File: config.mk
export PLATFORM = sky130hd
export DESIGN_NAME = encoder_period_tachometer_flat
export DESIGN_NICKNAME = d
export VERILOG_FILES = /design/src/rtl/core/etach_pkg.sv /design/src/rtl/core/etach_in_if.sv /design/src/rtl/core/etach_out_if.sv /design/src/rtl/core/encoder_period_tachometer.sv /design/src/rtl/core/etach_ctrl.sv /design/src/rtl/core/etach_dp.sv /design/src/flat_wrapper.sv
export SDC_FILE = /design/constraint.sdc
export NUM_CORES = 1
export LEC_CHECK = 0
export BUFFER_PORTS_ARGS = -buffer_cell sky130_fd_sc_hd__clkbuf_2
export CAP_MARGIN = 30
export CORE_MARGIN = 2
export CORE_UTILIZATION = 40
export DETAILED_ROUTE_END_ITERATION = 12
export GPL_ROUTABILITY_DRIVEN = 0
export MAX_ROUTING_LAYER = met4
export SLEW_MARGIN = 20
export SYNTH_ARGS = -nofsm -noshare
export SYNTH_HDL_FRONTEND = slang
export SYNTH_SLANG_ARGS = --single-unit
File: constraint.sdc
create_clock -name i_clk -period 7.9 [get_ports i_clk]
set_clock_uncertainty 0.05 [all_clocks]
set_input_delay 0.395 -clock i_clk [delete_from_list [all_inputs] [get_ports i_clk]]
set_output_delay 0.395 -clock i_clk [all_outputs]
set_load 0.02 [all_outputs]
File: src/rtl/core/etach_pkg.sv
// shared constants, codes and controller/datapath types for the tachometer
package etach_pkg;

    localparam int THRESH_W   = 10;
    localparam int TIMEOUT_W  = 24;
    localparam int SAMPLE_W   = 10;
    localparam int RPM_W      = 21;
    localparam int STATUS_W   = 2;
    localparam int CFG_IDX_W  = 1;
    localparam int CFG_DATA_W = 24;

    localparam int TICK_US    = 1;
    localparam int TIMER_BITS = 24;
    localparam int ELAPSED_W  = 24;
    localparam int US_W       = TIMER_BITS + $clog2(TICK_US + 1);

    localparam logic [ELAPSED_W-1:0]  ELAPSED_MAX = '1;
    localparam logic [TIMER_BITS-1:0] TIMER_MAX   = '1;

    // 30000000 rpm*us scaled by 256
    localparam int          NUM_W   = 33;
    localparam logic [NUM_W-1:0] RPM_Q8_NUM = 33'd7680000000;
    localparam logic [US_W-1:0]  MIN_PERIOD_US = US_W'(6000);
    localparam logic [US_W-1:0]  REM_INIT = US_W'(RPM_Q8_NUM >> RPM_W);
    localparam int          DIV_CNT_W = $clog2(RPM_W);

    localparam logic [THRESH_W-1:0]  THRESH_RST  = 10'd512;
    localparam logic [TIMEOUT_W-1:0] TIMEOUT_RST = 24'd100000;

    localparam logic [CFG_IDX_W-1:0] CFG_THRESHOLD = 1'd0;
    localparam logic [CFG_IDX_W-1:0] CFG_TIMEOUT   = 1'd1;

    localparam logic KIND_START = 1'b0;
    localparam logic KIND_TICK  = 1'b1;

    localparam logic [STATUS_W-1:0] STATUS_NEW     = 2'd0;
    localparam logic [STATUS_W-1:0] STATUS_HELD    = 2'd1;
    localparam logic [STATUS_W-1:0] STATUS_TIMEOUT = 2'd2;

    typedef struct packed {
        logic                start;
        logic                tick;
        logic                per_en;
        logic                clr_period;
        logic                div_start;
        logic                div_step;
        logic                load_out;
        logic [STATUS_W-1:0] out_status;
    } t_cmd;

    typedef struct packed {
        logic above;
        logic below;
        logic timeout_hit;
        logic short_period;
        logic div_done;
    } t_sts;

endpackage

File: src/rtl/core/etach_in_if.sv
// request channel carrying start and sample ticks
interface etach_in_if;
    logic                          valid;
    logic                          ready;
    logic                          kind;
    logic [etach_pkg::SAMPLE_W-1:0] sample;

    modport source (output valid, output kind, output sample, input ready);
    modport sink   (input valid, input kind, input sample, output ready);
endinterface

File: src/rtl/core/etach_out_if.sv
// result channel carrying speed and status
interface etach_out_if;
    logic                           valid;
    logic                           ready;
    logic [etach_pkg::RPM_W-1:0]    rpm_q8;
    logic [etach_pkg::STATUS_W-1:0] status;

    modport source (output valid, output rpm_q8, output status, input ready);
    modport sink   (input valid, input rpm_q8, input status, output ready);
endinterface

File: src/rtl/core/encoder_period_tachometer.sv
// top level of the period-measuring tachometer
// A start request arms a measurement; each sample request is one tick carrying a ten-bit
// sensor reading. The block waits for the beam above, below, above and below the threshold;
// the ticks between the start and end marks form the period, and the speed is reported as
// 30000000/(ticks*TICK_US) rpm in unsigned Q13.8 (status 0), the last speed for a period
// under 6000 us (status 1), or 0 on timeout (status 2). Start requests and ticks that do not
// end a measurement leave the block ready for the next request. A tick that ends a normal
// measurement starts a restoring divider that produces one quotient bit per cycle; the next
// request is taken once the quotient is loaded into the result register. A request is also
// taken while a result waits, if the result register is freed in the same cycle or is empty.
module encoder_period_tachometer (
    input  logic                              i_clk,
    input  logic                              i_rst_n,
    etach_in_if.sink                          i_in,
    etach_out_if.source                       o_out,
    input  logic                              i_cfg_we,
    input  logic [etach_pkg::CFG_IDX_W-1:0]   i_cfg_idx,
    input  logic [etach_pkg::CFG_DATA_W-1:0]  i_cfg_data
);

    etach_pkg::t_cmd cmd;
    etach_pkg::t_sts sts;

    etach_ctrl u_ctrl (
        .i_clk       (i_clk),
        .i_rst_n     (i_rst_n),
        .i_in_valid  (i_in.valid),
        .i_kind      (i_in.kind),
        .o_in_ready  (i_in.ready),
        .i_out_ready (o_out.ready),
        .o_out_valid (o_out.valid),
        .o_cmd       (cmd),
        .i_sts       (sts)
    );

    etach_dp u_dp (
        .i_clk      (i_clk),
        .i_rst_n    (i_rst_n),
        .i_cfg_we   (i_cfg_we),
        .i_cfg_idx  (i_cfg_idx),
        .i_cfg_data (i_cfg_data),
        .i_sample   (i_in.sample),
        .i_cmd      (cmd),
        .o_sts      (sts),
        .o_rpm_q8   (o_out.rpm_q8),
        .o_status   (o_out.status)
    );

endmodule

File: src/rtl/core/etach_ctrl.sv
// measurement phase and sequencing controller
module etach_ctrl (
    input  logic              i_clk,
    input  logic              i_rst_n,
    input  logic              i_in_valid,
    input  logic              i_kind,
    output logic              o_in_ready,
    input  logic              i_out_ready,
    output logic              o_out_valid,
    output etach_pkg::t_cmd   o_cmd,
    input  etach_pkg::t_sts   i_sts
);

    localparam logic [2:0] PH_IDLE  = 3'd0;
    localparam logic [2:0] PH_HIGH1 = 3'd1;
    localparam logic [2:0] PH_LOW1  = 3'd2;
    localparam logic [2:0] PH_HIGH2 = 3'd3;
    localparam logic [2:0] PH_LOW2  = 3'd4;

    localparam logic [1:0] SEQ_IDLE = 2'd0;
    localparam logic [1:0] SEQ_DIV  = 2'd1;
    localparam logic [1:0] SEQ_OUT  = 2'd2;

    logic [2:0] r_phase, n_phase;
    logic [1:0] r_seq, n_seq;
    logic       r_out_valid, n_out_valid;
    logic       in_ready;
    logic       accept;
    logic       stay;
    logic       out_free;

    assign out_free   = !r_out_valid || i_out_ready;
    assign in_ready   = (r_seq == SEQ_IDLE) && out_free;
    assign accept     = i_in_valid && in_ready;
    assign o_in_ready = in_ready;
    assign o_out_valid = r_out_valid;

    always_comb begin
        o_cmd   = '0;
        n_phase = r_phase;
        n_seq   = r_seq;
        stay    = ((r_phase == PH_HIGH1) || (r_phase == PH_HIGH2)) ? i_sts.above : i_sts.below;
        case (r_seq)
            SEQ_IDLE: begin
                if (accept) begin
                    if (i_kind == etach_pkg::KIND_START) begin
                        o_cmd.start = 1'b1;
                        n_phase     = PH_HIGH1;
                    end else if (r_phase != PH_IDLE) begin
                        o_cmd.tick   = 1'b1;
                        o_cmd.per_en = (r_phase == PH_HIGH2) || (r_phase == PH_LOW2);
                        if (stay) begin
                            if (i_sts.timeout_hit) begin
                                o_cmd.load_out   = 1'b1;
                                o_cmd.out_status = etach_pkg::STATUS_TIMEOUT;
                                n_phase          = PH_IDLE;
                            end
                        end else if (r_phase == PH_LOW2) begin
                            n_phase = PH_IDLE;
                            if (i_sts.short_period) begin
                                o_cmd.load_out   = 1'b1;
                                o_cmd.out_status = etach_pkg::STATUS_HELD;
                            end else begin
                                o_cmd.div_start = 1'b1;
                                n_seq           = SEQ_DIV;
                            end
                        end else begin
                            o_cmd.clr_period = (r_phase == PH_LOW1);
                            n_phase          = r_phase + 3'd1;
                        end
                    end
                end
            end
            SEQ_DIV: begin
                o_cmd.div_step = 1'b1;
                if (i_sts.div_done) begin
                    n_seq = SEQ_OUT;
                end
            end
            SEQ_OUT: begin
                if (out_free) begin
                    o_cmd.load_out   = 1'b1;
                    o_cmd.out_status = etach_pkg::STATUS_NEW;
                    n_seq            = SEQ_IDLE;
                end
            end
            default: begin
                n_seq = SEQ_IDLE;
            end
        endcase
    end

    always_comb begin
        if (o_cmd.load_out) begin
            n_out_valid = 1'b1;
        end else if (r_out_valid && i_out_ready) begin
            n_out_valid = 1'b0;
        end else begin
            n_out_valid = r_out_valid;
        end
    end

    always_ff @(posedge i_clk) begin
        if (!i_rst_n) begin
            r_phase     <= PH_IDLE;
            r_seq       <= SEQ_IDLE;
            r_out_valid <= 1'b0;
        end else begin
            r_phase     <= n_phase;
            r_seq       <= n_seq;
            r_out_valid <= n_out_valid;
        end
    end

endmodule

File: src/rtl/core/etach_dp.sv
// counters, config registers, serial divider and result register
module etach_dp (
    input  logic                              i_clk,
    input  logic                              i_rst_n,
    input  logic                              i_cfg_we,
    input  logic [etach_pkg::CFG_IDX_W-1:0]   i_cfg_idx,
    input  logic [etach_pkg::CFG_DATA_W-1:0]  i_cfg_data,
    input  logic [etach_pkg::SAMPLE_W-1:0]    i_sample,
    input  etach_pkg::t_cmd                   i_cmd,
    output etach_pkg::t_sts                   o_sts,
    output logic [etach_pkg::RPM_W-1:0]       o_rpm_q8,
    output logic [etach_pkg::STATUS_W-1:0]    o_status
);

    logic [etach_pkg::THRESH_W-1:0]   r_threshold;
    logic [etach_pkg::TIMEOUT_W-1:0]  r_timeout;
    logic [etach_pkg::ELAPSED_W-1:0]  r_elapsed, n_elapsed_inc;
    logic [etach_pkg::TIMER_BITS-1:0] r_period, n_period_inc, n_period;
    logic [etach_pkg::US_W-1:0]       us_next;
    logic [etach_pkg::RPM_W-1:0]      r_last;
    logic [etach_pkg::US_W-1:0]       r_div;
    logic [etach_pkg::US_W-1:0]       r_rem;
    logic [etach_pkg::RPM_W-1:0]      r_quo;
    logic [etach_pkg::DIV_CNT_W-1:0]  r_cnt;
    logic [etach_pkg::US_W+1:0]       trial;
    logic [etach_pkg::RPM_W-1:0]      r_rpm;
    logic [etach_pkg::STATUS_W-1:0]   r_status;

    assign n_elapsed_inc = (r_elapsed == etach_pkg::ELAPSED_MAX) ? r_elapsed
                                                                 : r_elapsed + 1'b1;
    assign n_period_inc  = (r_period == etach_pkg::TIMER_MAX) ? r_period : r_period + 1'b1;
    assign n_period      = i_cmd.per_en ? n_period_inc : r_period;
    // period including the tick that ends the last wait
    assign us_next       = etach_pkg::US_W'(n_period_inc) * etach_pkg::US_W'(etach_pkg::TICK_US);

    assign trial = {1'b0, r_rem, r_quo[etach_pkg::RPM_W-1]} - {2'b00, r_div};

    assign o_sts.above        = i_sample > r_threshold;
    assign o_sts.below        = i_sample < r_threshold;
    assign o_sts.timeout_hit  = r_elapsed >= r_timeout;
    assign o_sts.short_period = us_next < etach_pkg::MIN_PERIOD_US;
    assign o_sts.div_done     = (r_cnt == '0);

    assign o_rpm_q8 = r_rpm;
    assign o_status = r_status;

    always_ff @(posedge i_clk) begin
        if (!i_rst_n) begin
            r_threshold <= etach_pkg::THRESH_RST;
            r_timeout   <= etach_pkg::TIMEOUT_RST;
        end else if (i_cfg_we) begin
            if (i_cfg_idx == etach_pkg::CFG_THRESHOLD) begin
                r_threshold <= i_cfg_data[etach_pkg::THRESH_W-1:0];
            end
            if (i_cfg_idx == etach_pkg::CFG_TIMEOUT) begin
                r_timeout <= i_cfg_data[etach_pkg::TIMEOUT_W-1:0];
            end
        end
    end

    always_ff @(posedge i_clk) begin
        if (!i_rst_n) begin
            r_elapsed <= '0;
            r_period  <= '0;
            r_last    <= '0;
        end else begin
            if (i_cmd.start) begin
                r_elapsed <= '0;
                r_period  <= '0;
            end else if (i_cmd.tick) begin
                r_elapsed <= n_elapsed_inc;
                r_period  <= i_cmd.clr_period ? '0 : n_period;
            end
            if (i_cmd.load_out && (i_cmd.out_status == etach_pkg::STATUS_NEW)) begin
                r_last <= r_quo;
            end
        end
    end

    // restoring divide, one quotient bit per step
    always_ff @(posedge i_clk) begin
        if (i_cmd.div_start) begin
            r_div <= us_next;
            r_rem <= etach_pkg::REM_INIT;
            r_quo <= etach_pkg::RPM_Q8_NUM[etach_pkg::RPM_W-1:0];
            r_cnt <= etach_pkg::DIV_CNT_W'(etach_pkg::RPM_W - 1);
        end else if (i_cmd.div_step) begin
            if (!trial[etach_pkg::US_W+1]) begin
                r_rem <= trial[etach_pkg::US_W-1:0];
                r_quo <= {r_quo[etach_pkg::RPM_W-2:0], 1'b1};
            end else begin
                r_rem <= {r_rem[etach_pkg::US_W-2:0], r_quo[etach_pkg::RPM_W-1]};
                r_quo <= {r_quo[etach_pkg::RPM_W-2:0], 1'b0};
            end
            r_cnt <= r_cnt - 1'b1;
        end
    end

    always_ff @(posedge i_clk) begin
        if (i_cmd.load_out) begin
            r_status <= i_cmd.out_status;
            case (i_cmd.out_status)
                etach_pkg::STATUS_NEW:  r_rpm <= r_quo;
                etach_pkg::STATUS_HELD: r_rpm <= r_last;
                default:                r_rpm <= '0;
            endcase
        end
    end

endmodule

File: src/flat_wrapper.sv
// flat-port wrapper written by rule: the top's interface ports become plain ports
module encoder_period_tachometer_flat 
  (i_clk, i_rst_n, i_cfg_we, i_cfg_idx, i_cfg_data, i_in_valid, i_in_kind, i_in_sample, i_in_ready, o_out_valid, o_out_rpm_q8, o_out_status, o_out_ready);
  etach_in_if i_in_i ();
  etach_out_if o_out_i ();
  input  logic i_clk;
  input  logic i_rst_n;
  input  logic i_cfg_we;
  input  logic [etach_pkg::CFG_IDX_W-1:0] i_cfg_idx;
  input  logic [etach_pkg::CFG_DATA_W-1:0] i_cfg_data;
  input wire logic [$bits(i_in_i.valid)-1:0] i_in_valid;
  input wire logic [$bits(i_in_i.kind)-1:0] i_in_kind;
  input wire logic [$bits(i_in_i.sample)-1:0] i_in_sample;
  output wire logic [$bits(i_in_i.ready)-1:0] i_in_ready;
  output wire logic [$bits(o_out_i.valid)-1:0] o_out_valid;
  output wire logic [$bits(o_out_i.rpm_q8)-1:0] o_out_rpm_q8;
  output wire logic [$bits(o_out_i.status)-1:0] o_out_status;
  input wire logic [$bits(o_out_i.ready)-1:0] o_out_ready;
  assign i_in_i.valid = i_in_valid;
  assign i_in_i.kind = i_in_kind;
  assign i_in_i.sample = i_in_sample;
  assign i_in_ready = i_in_i.ready;
  assign o_out_valid = o_out_i.valid;
  assign o_out_rpm_q8 = o_out_i.rpm_q8;
  assign o_out_status = o_out_i.status;
  assign o_out_i.ready = o_out_ready;
  encoder_period_tachometer u_core (.i_clk(i_clk), .i_rst_n(i_rst_n), .i_in(i_in_i), .o_out(o_out_i), .i_cfg_we(i_cfg_we), .i_cfg_idx(i_cfg_idx), .i_cfg_data(i_cfg_data));
endmodule
==> After elaboration in Yosys (flattened, before gate mapping) <==
Index checks and enable logic that the tools add are counted.
{ "classes": {"n_bitwise": 3, "mux": 42, "magnitude_cmp": 4, "addsub": 5, "n_reduce_logical": 21, "n_eq_ne": 19} }
{ "ops": {"columns": ["operator", "n"], "rows": [
  ["$mux 24", 3],
  ["$add 24x1->24 const B", 2],
  ["$eq 24x24->1 const B", 2],
  ["$pmux 21 s2", 1],
  ["$mux 3", 13],
  ["$sub 26x24->27", 1],
  ["$mux 25", 1],
  ["$ge 24x24->1", 1],
  ["$lt 24x13->1 const B", 1],
  ["$mux 2", 9],
  ["$gt 10x10->1", 1],
  ["$lt 10x10->1", 1],
  ["$mux 5", 2],
  ["$ne 2x2->1 const B", 5],
  ["$mux 1", 9],
  ["$mux 4", 2],
  ["$ne 2x1->1 const B", 4],
  ["$reduce_and 2->1", 4],
  ["$reduce_and 8->1", 1],
  ["$eq 3x2->1 const B", 2],
  ["$pmux 2 s3", 1],
  ["$pmux 3 s2", 1],
  ["$logic_not 5->1", 1],
  ["$sub 5x1->5 const B", 1],
  ["other kinds (15)", 25]
]} }
{ "word_totals": {"out_inout_bits": 25, "regBits": 207, "input_bits": 41, "elab_cells": 108} }

==> Logic depth before layout (Yosys ltp) <==
{ "depth": {"word_depth": 12, "depth_mapped": 14, "ltp_nobuf": 12} }

==> By module <==
Synthesis repeated with hierarchy kept, for this count alone.
{ "hier_totals": {"hier_cells": 1284, "hier_area_um2": 11133.2} }
{ "modules_own_cells": {"columns": ["mod", "area_each_um2", "cells_per_inst", "seq_area_each_um2", "n_inst"], "rows": [
  ["etach_dp", 10596.4, 1216, 4494.3, 1],
  ["etach_ctrl", 536.8, 68, 120.1, 1]
]} }

==> Worst setup path before layout <==
OpenSTA, ideal clock, no wires.
{ "synth_path": {"kind": "register -> register", "from": "register u_core.u_dp.r_period[0] in the netlist's numbering", "to": "register u_core.u_ctrl.r_out_valid, in the netlist u_core.u_ctrl.o_out_valid", "setup_time_ns": 0.119, "slack_ns": 4.050, "stages_incl_launch_ff": 13, "arrival_ns": 3.681, "path_buffers": 1, "synth_period_minus_slack_ns": 3.850, "t_required_ns": 7.731, "path_cell_list": "dfxtp_1 ha_1 nand4_2 or4_1 buf_2 o2111ai_1 xor2_1 inv_1 a2111oi_2 a2111oi_4 nand2_1 nand3_1 o21a_1"} }
{ "synth_rtl": {"columns": ["element", "line", "source"], "rows": [
  ["start: declaration", "etach_dp.sv:18", "logic [etach_pkg::TIMER_BITS-1:0] r_period, n_period_inc, n_period;"],
  ["start signal: assignment", "etach_dp.sv:72", "r_period <= i_cmd.clr_period ? '0 : n_period;"],
  ["end signal: assignment", "etach_ctrl.sv:111", "r_out_valid <= n_out_valid;"],
  ["end: declaration", "etach_ctrl.sv:26", "logic r_out_valid, n_out_valid;"]
]} }

==> impl_metrics.ini <==
[synthesis]
synth_top_area_cell = dfxtp_1
yosysSeqAreaShare_pct = 41.0
synth_area_leaders = dfxtp_1 (28%), edfxtp_1 (13%), nand2_1 (8.2%)
ys_ff_latch = 207
synth_cells = 1332
async_reset_ff_share_pct = 0
synth_area_um2 = 11300
yosys.cell_types.count = 62
synth.avg_cell_area_um2 = 8.45
ys.flop_type = dfxtp_1
synth_nets = 1440
synth_top_area_share_pct = 28.5
synth_edf_count = 47
ys_warn_count = 0

[drt]
drt_wl_total_mm = 26.6
num_vias = 9330
ant_nets = 0
drt_iter0_drc = 551
drc = 0
first_pass_iters = 5
wl_per_cell_um = 15.1
drt-vias-per-instance = 5.29

[timing]
final_hold_viol_count = 0
period_share_pct = 65.4
fmax_mhz = 194
timing.final.ws_setup_ps = 2730
setup_tns_ps = 0
rsz0062_at_grt = false
fin_worst_hold_slack_ps = 43.6
setup_viol = 0
fin_crit_ps = 5170
worst_pin_slew_ps = 909
max_slew_margin_pct = 39.4
slew_violations = 0

[final_layout]
diodes = 0
drive_above_1_share_pct = 11.5
utilization_pct = 46.3
synthToLayoutAreaGrowth_pct = 14.0
fin_nets = 1475
final.fill_count = 2747

[placement]
port_buffers = 65
hpwl_mm = 18.5
detailedPlace.worstSlack_ps = 2770

[clock_tree]
cts_tree = yes
cts_buffers = 25
cts_hold_buf = 0
h-tree-depth = 1
clockRootBuffer = clkbuf_16
cts_resized = 0
clk-insertion-delay-late_ps = 540
post_cts_buffers = 0
cts.clk_slew.worst_paths_ps = 60
cts_num_sinks = 207
cts_buffer_depth = 3

[power_and_ir_drop]
vdd_ir_drop_max_mv = 0.140
leakagePower_nw = 5.14
seqPwrFrac_pct = 43.2
combPwrFrac_pct = 10.2
p_clk_share_pct = 46.6
p_int_w = 0.00202
p_sw_w = 0.000652
power.density_nw_per_um2 = 209
p_sw_share_pct = 24.4

[run_status]
status = finished clean

[worst_setup_path]
arrival_ps = 5540
crit_path_start = u_core.u_dp.r_period[0]
critPathCaptureType = flop
ff2ff_setup_slack_ps = 2730
worstRegToRegCells = 13
critPathLaunchType = flop
reg2reg_to = u_core.u_ctrl.o_out_valid
cp-endpoint = u_core.u_ctrl.o_out_valid
path_class = reg -> reg
reg2reg_from = u_core.u_dp.r_period[0]
critPathRequiredTime_ps = 8280
cp_max_fo = 23

[floorplan]
pin_count = 66
core_um2 = 27700
dieHeight_um = 172
die-area_um2 = 29500
fp-row-count = 61
start_util_pct = 40.6
die_w_um = 172

[worst_hold_path]
min_path_type = in -> reg
min_from = i_cfg_data[16]

[global_route]
overflow = 0
grt_pass1_vias = 8690
antenna_found_initial = 0
grt_max_degree = 67
grt_pass1_wl_mm = 43.5
gr-usage-all-layers_pct = 18.5

[job]
cap_violations = 0
## sequential cells by signal, summed over array words and instances, names as in the netlist
signal and count:
u_core.u_dp.r_rem 25, u_core.u_dp.r_div 24, u_core.u_dp.r_elapsed 24, u_core.u_dp.r_period 24, u_core.u_dp.r_timeout 24, u_core.u_dp.o_rpm_q8 21, u_core.u_dp.r_last 21, u_core.u_dp.r_quo 21
u_core.u_dp.r_threshold 10, u_core.u_dp.r_cnt 5, u_core.u_ctrl.r_phase 3, u_core.u_ctrl.r_seq 2, u_core.u_dp.o_status 2, u_core.u_ctrl.o_out_valid 1
## Yosys cell counts, drive strengths merged, types with 37 or more instances
cell type / instances
nand2: 245
dfxtp: 160
nor2: 86
inv: 84
nand3: 81
a21oi: 79
clkbuf: 66
ha: 66
a21boi: 49
edfxtp: 47
o21ai: 39
xor2: 37
## area by class of cell
cell class                      count  area [µm²]  share of cell area (%)
Timing Repair Buffer               82         465                    3.63
Multi-Input combinational cell    967        6050                    47.1
Clock inverter                     12         184                    1.43
Inverter                           84         315                    2.46
Tap cell                          378         473                    3.69
Sequential cell                   207        4610                    36.0
Clock buffer                       34         731                    5.70
## critical path, stage by stage, from the launching register on
cell and delay [ps]:
dfxtp_1 430, ha_1 290, nand4_2 260, or4_1 760
o2111ai_1 290, xor2_1 260, inv_1 110, a2111oi_2 460
a2111oi_4 130, buf_4 250, nand2_1 610, nand3_1 600
buf_8 360, o21a_1 170
## layout by cell type (no fill, tap or decap), types with 15 or more instances in the layout
master and instances:
clkbuf_2 66, ha_1 66, xnor2_1 23, nand2_1 245, nand4_1 21, and3_1 15
a21oi_1 79, o2111ai_1 15, nor3_1 20, nor2_1 86, dfxtp_1 160, inv_1 83
nand3_1 81, a21o_1 16, clkbuf_16 26, a21boi_0 49, o21ai_0 37, edfxtp_1 47
xor2_1 37
## metal layers
layer	up-vias	wire length, µm	track usage [%]
met2	190	11900	29.5
met5	-	0	-
met3	48	1030	2.49
li1	4741	-	-
met1	4351	12900	24.7
met4	0	669	5.16
## cell families (layout without fill, tap and decap cells)
logic type / count (synthesis) / in the layout / share of synthesized area [%]
xor gates and xnor gates: 60 / 60 / 4.67
buffers and inverters: 158 / 212 / 5.50
AOI/OAI and AO/OA: 287 / 287 / 18.2
muxes: 7 / 7 / 0.634
and+or+nand+nor: 546 / 546 / 22.4
adders and majority gates: 67 / 67 / 7.52
DFF: 207 / 207 / 41.0
## how the worst min path moves through the flow
stage	to	slack, ps	depth (start not counted)
floorplan	u_core.u_dp.r_threshold[1]	390	2
global placement	u_core.u_dp.r_last[2]	400	2
detailed placement	u_core.u_dp.r_last[4]	410	2
CTS	u_core.u_dp.r_timeout[16]	30	3
global route	u_core.u_dp.r_timeout[20]	40	3
finish	u_core.u_dp.r_timeout[16]	40	3
## power groups by stage
stage,registers [W],logic (W),clock network [W]
floorplan,0.00117,0.000212,0
global placement,0.00118,0.000269,0
detailed placement,0.00118,0.000274,0
CTS,0.00116,0.000276,0.00128
global route,0.00116,0.000313,0.00132
finish,0.00116,0.000274,0.00125
## stage by stage
stage	instances	power (W)	area, µm²
floorplan	1332	0.00138	11300
global placement	1714	0.00145	11900
detailed placement	1717	0.00145	11900
CTS	1763	0.00271	12800
global route	1764	0.00279	12800
finish	1764	0.00268	12800
No activity file was read; power rests on OpenSTA's default activity.
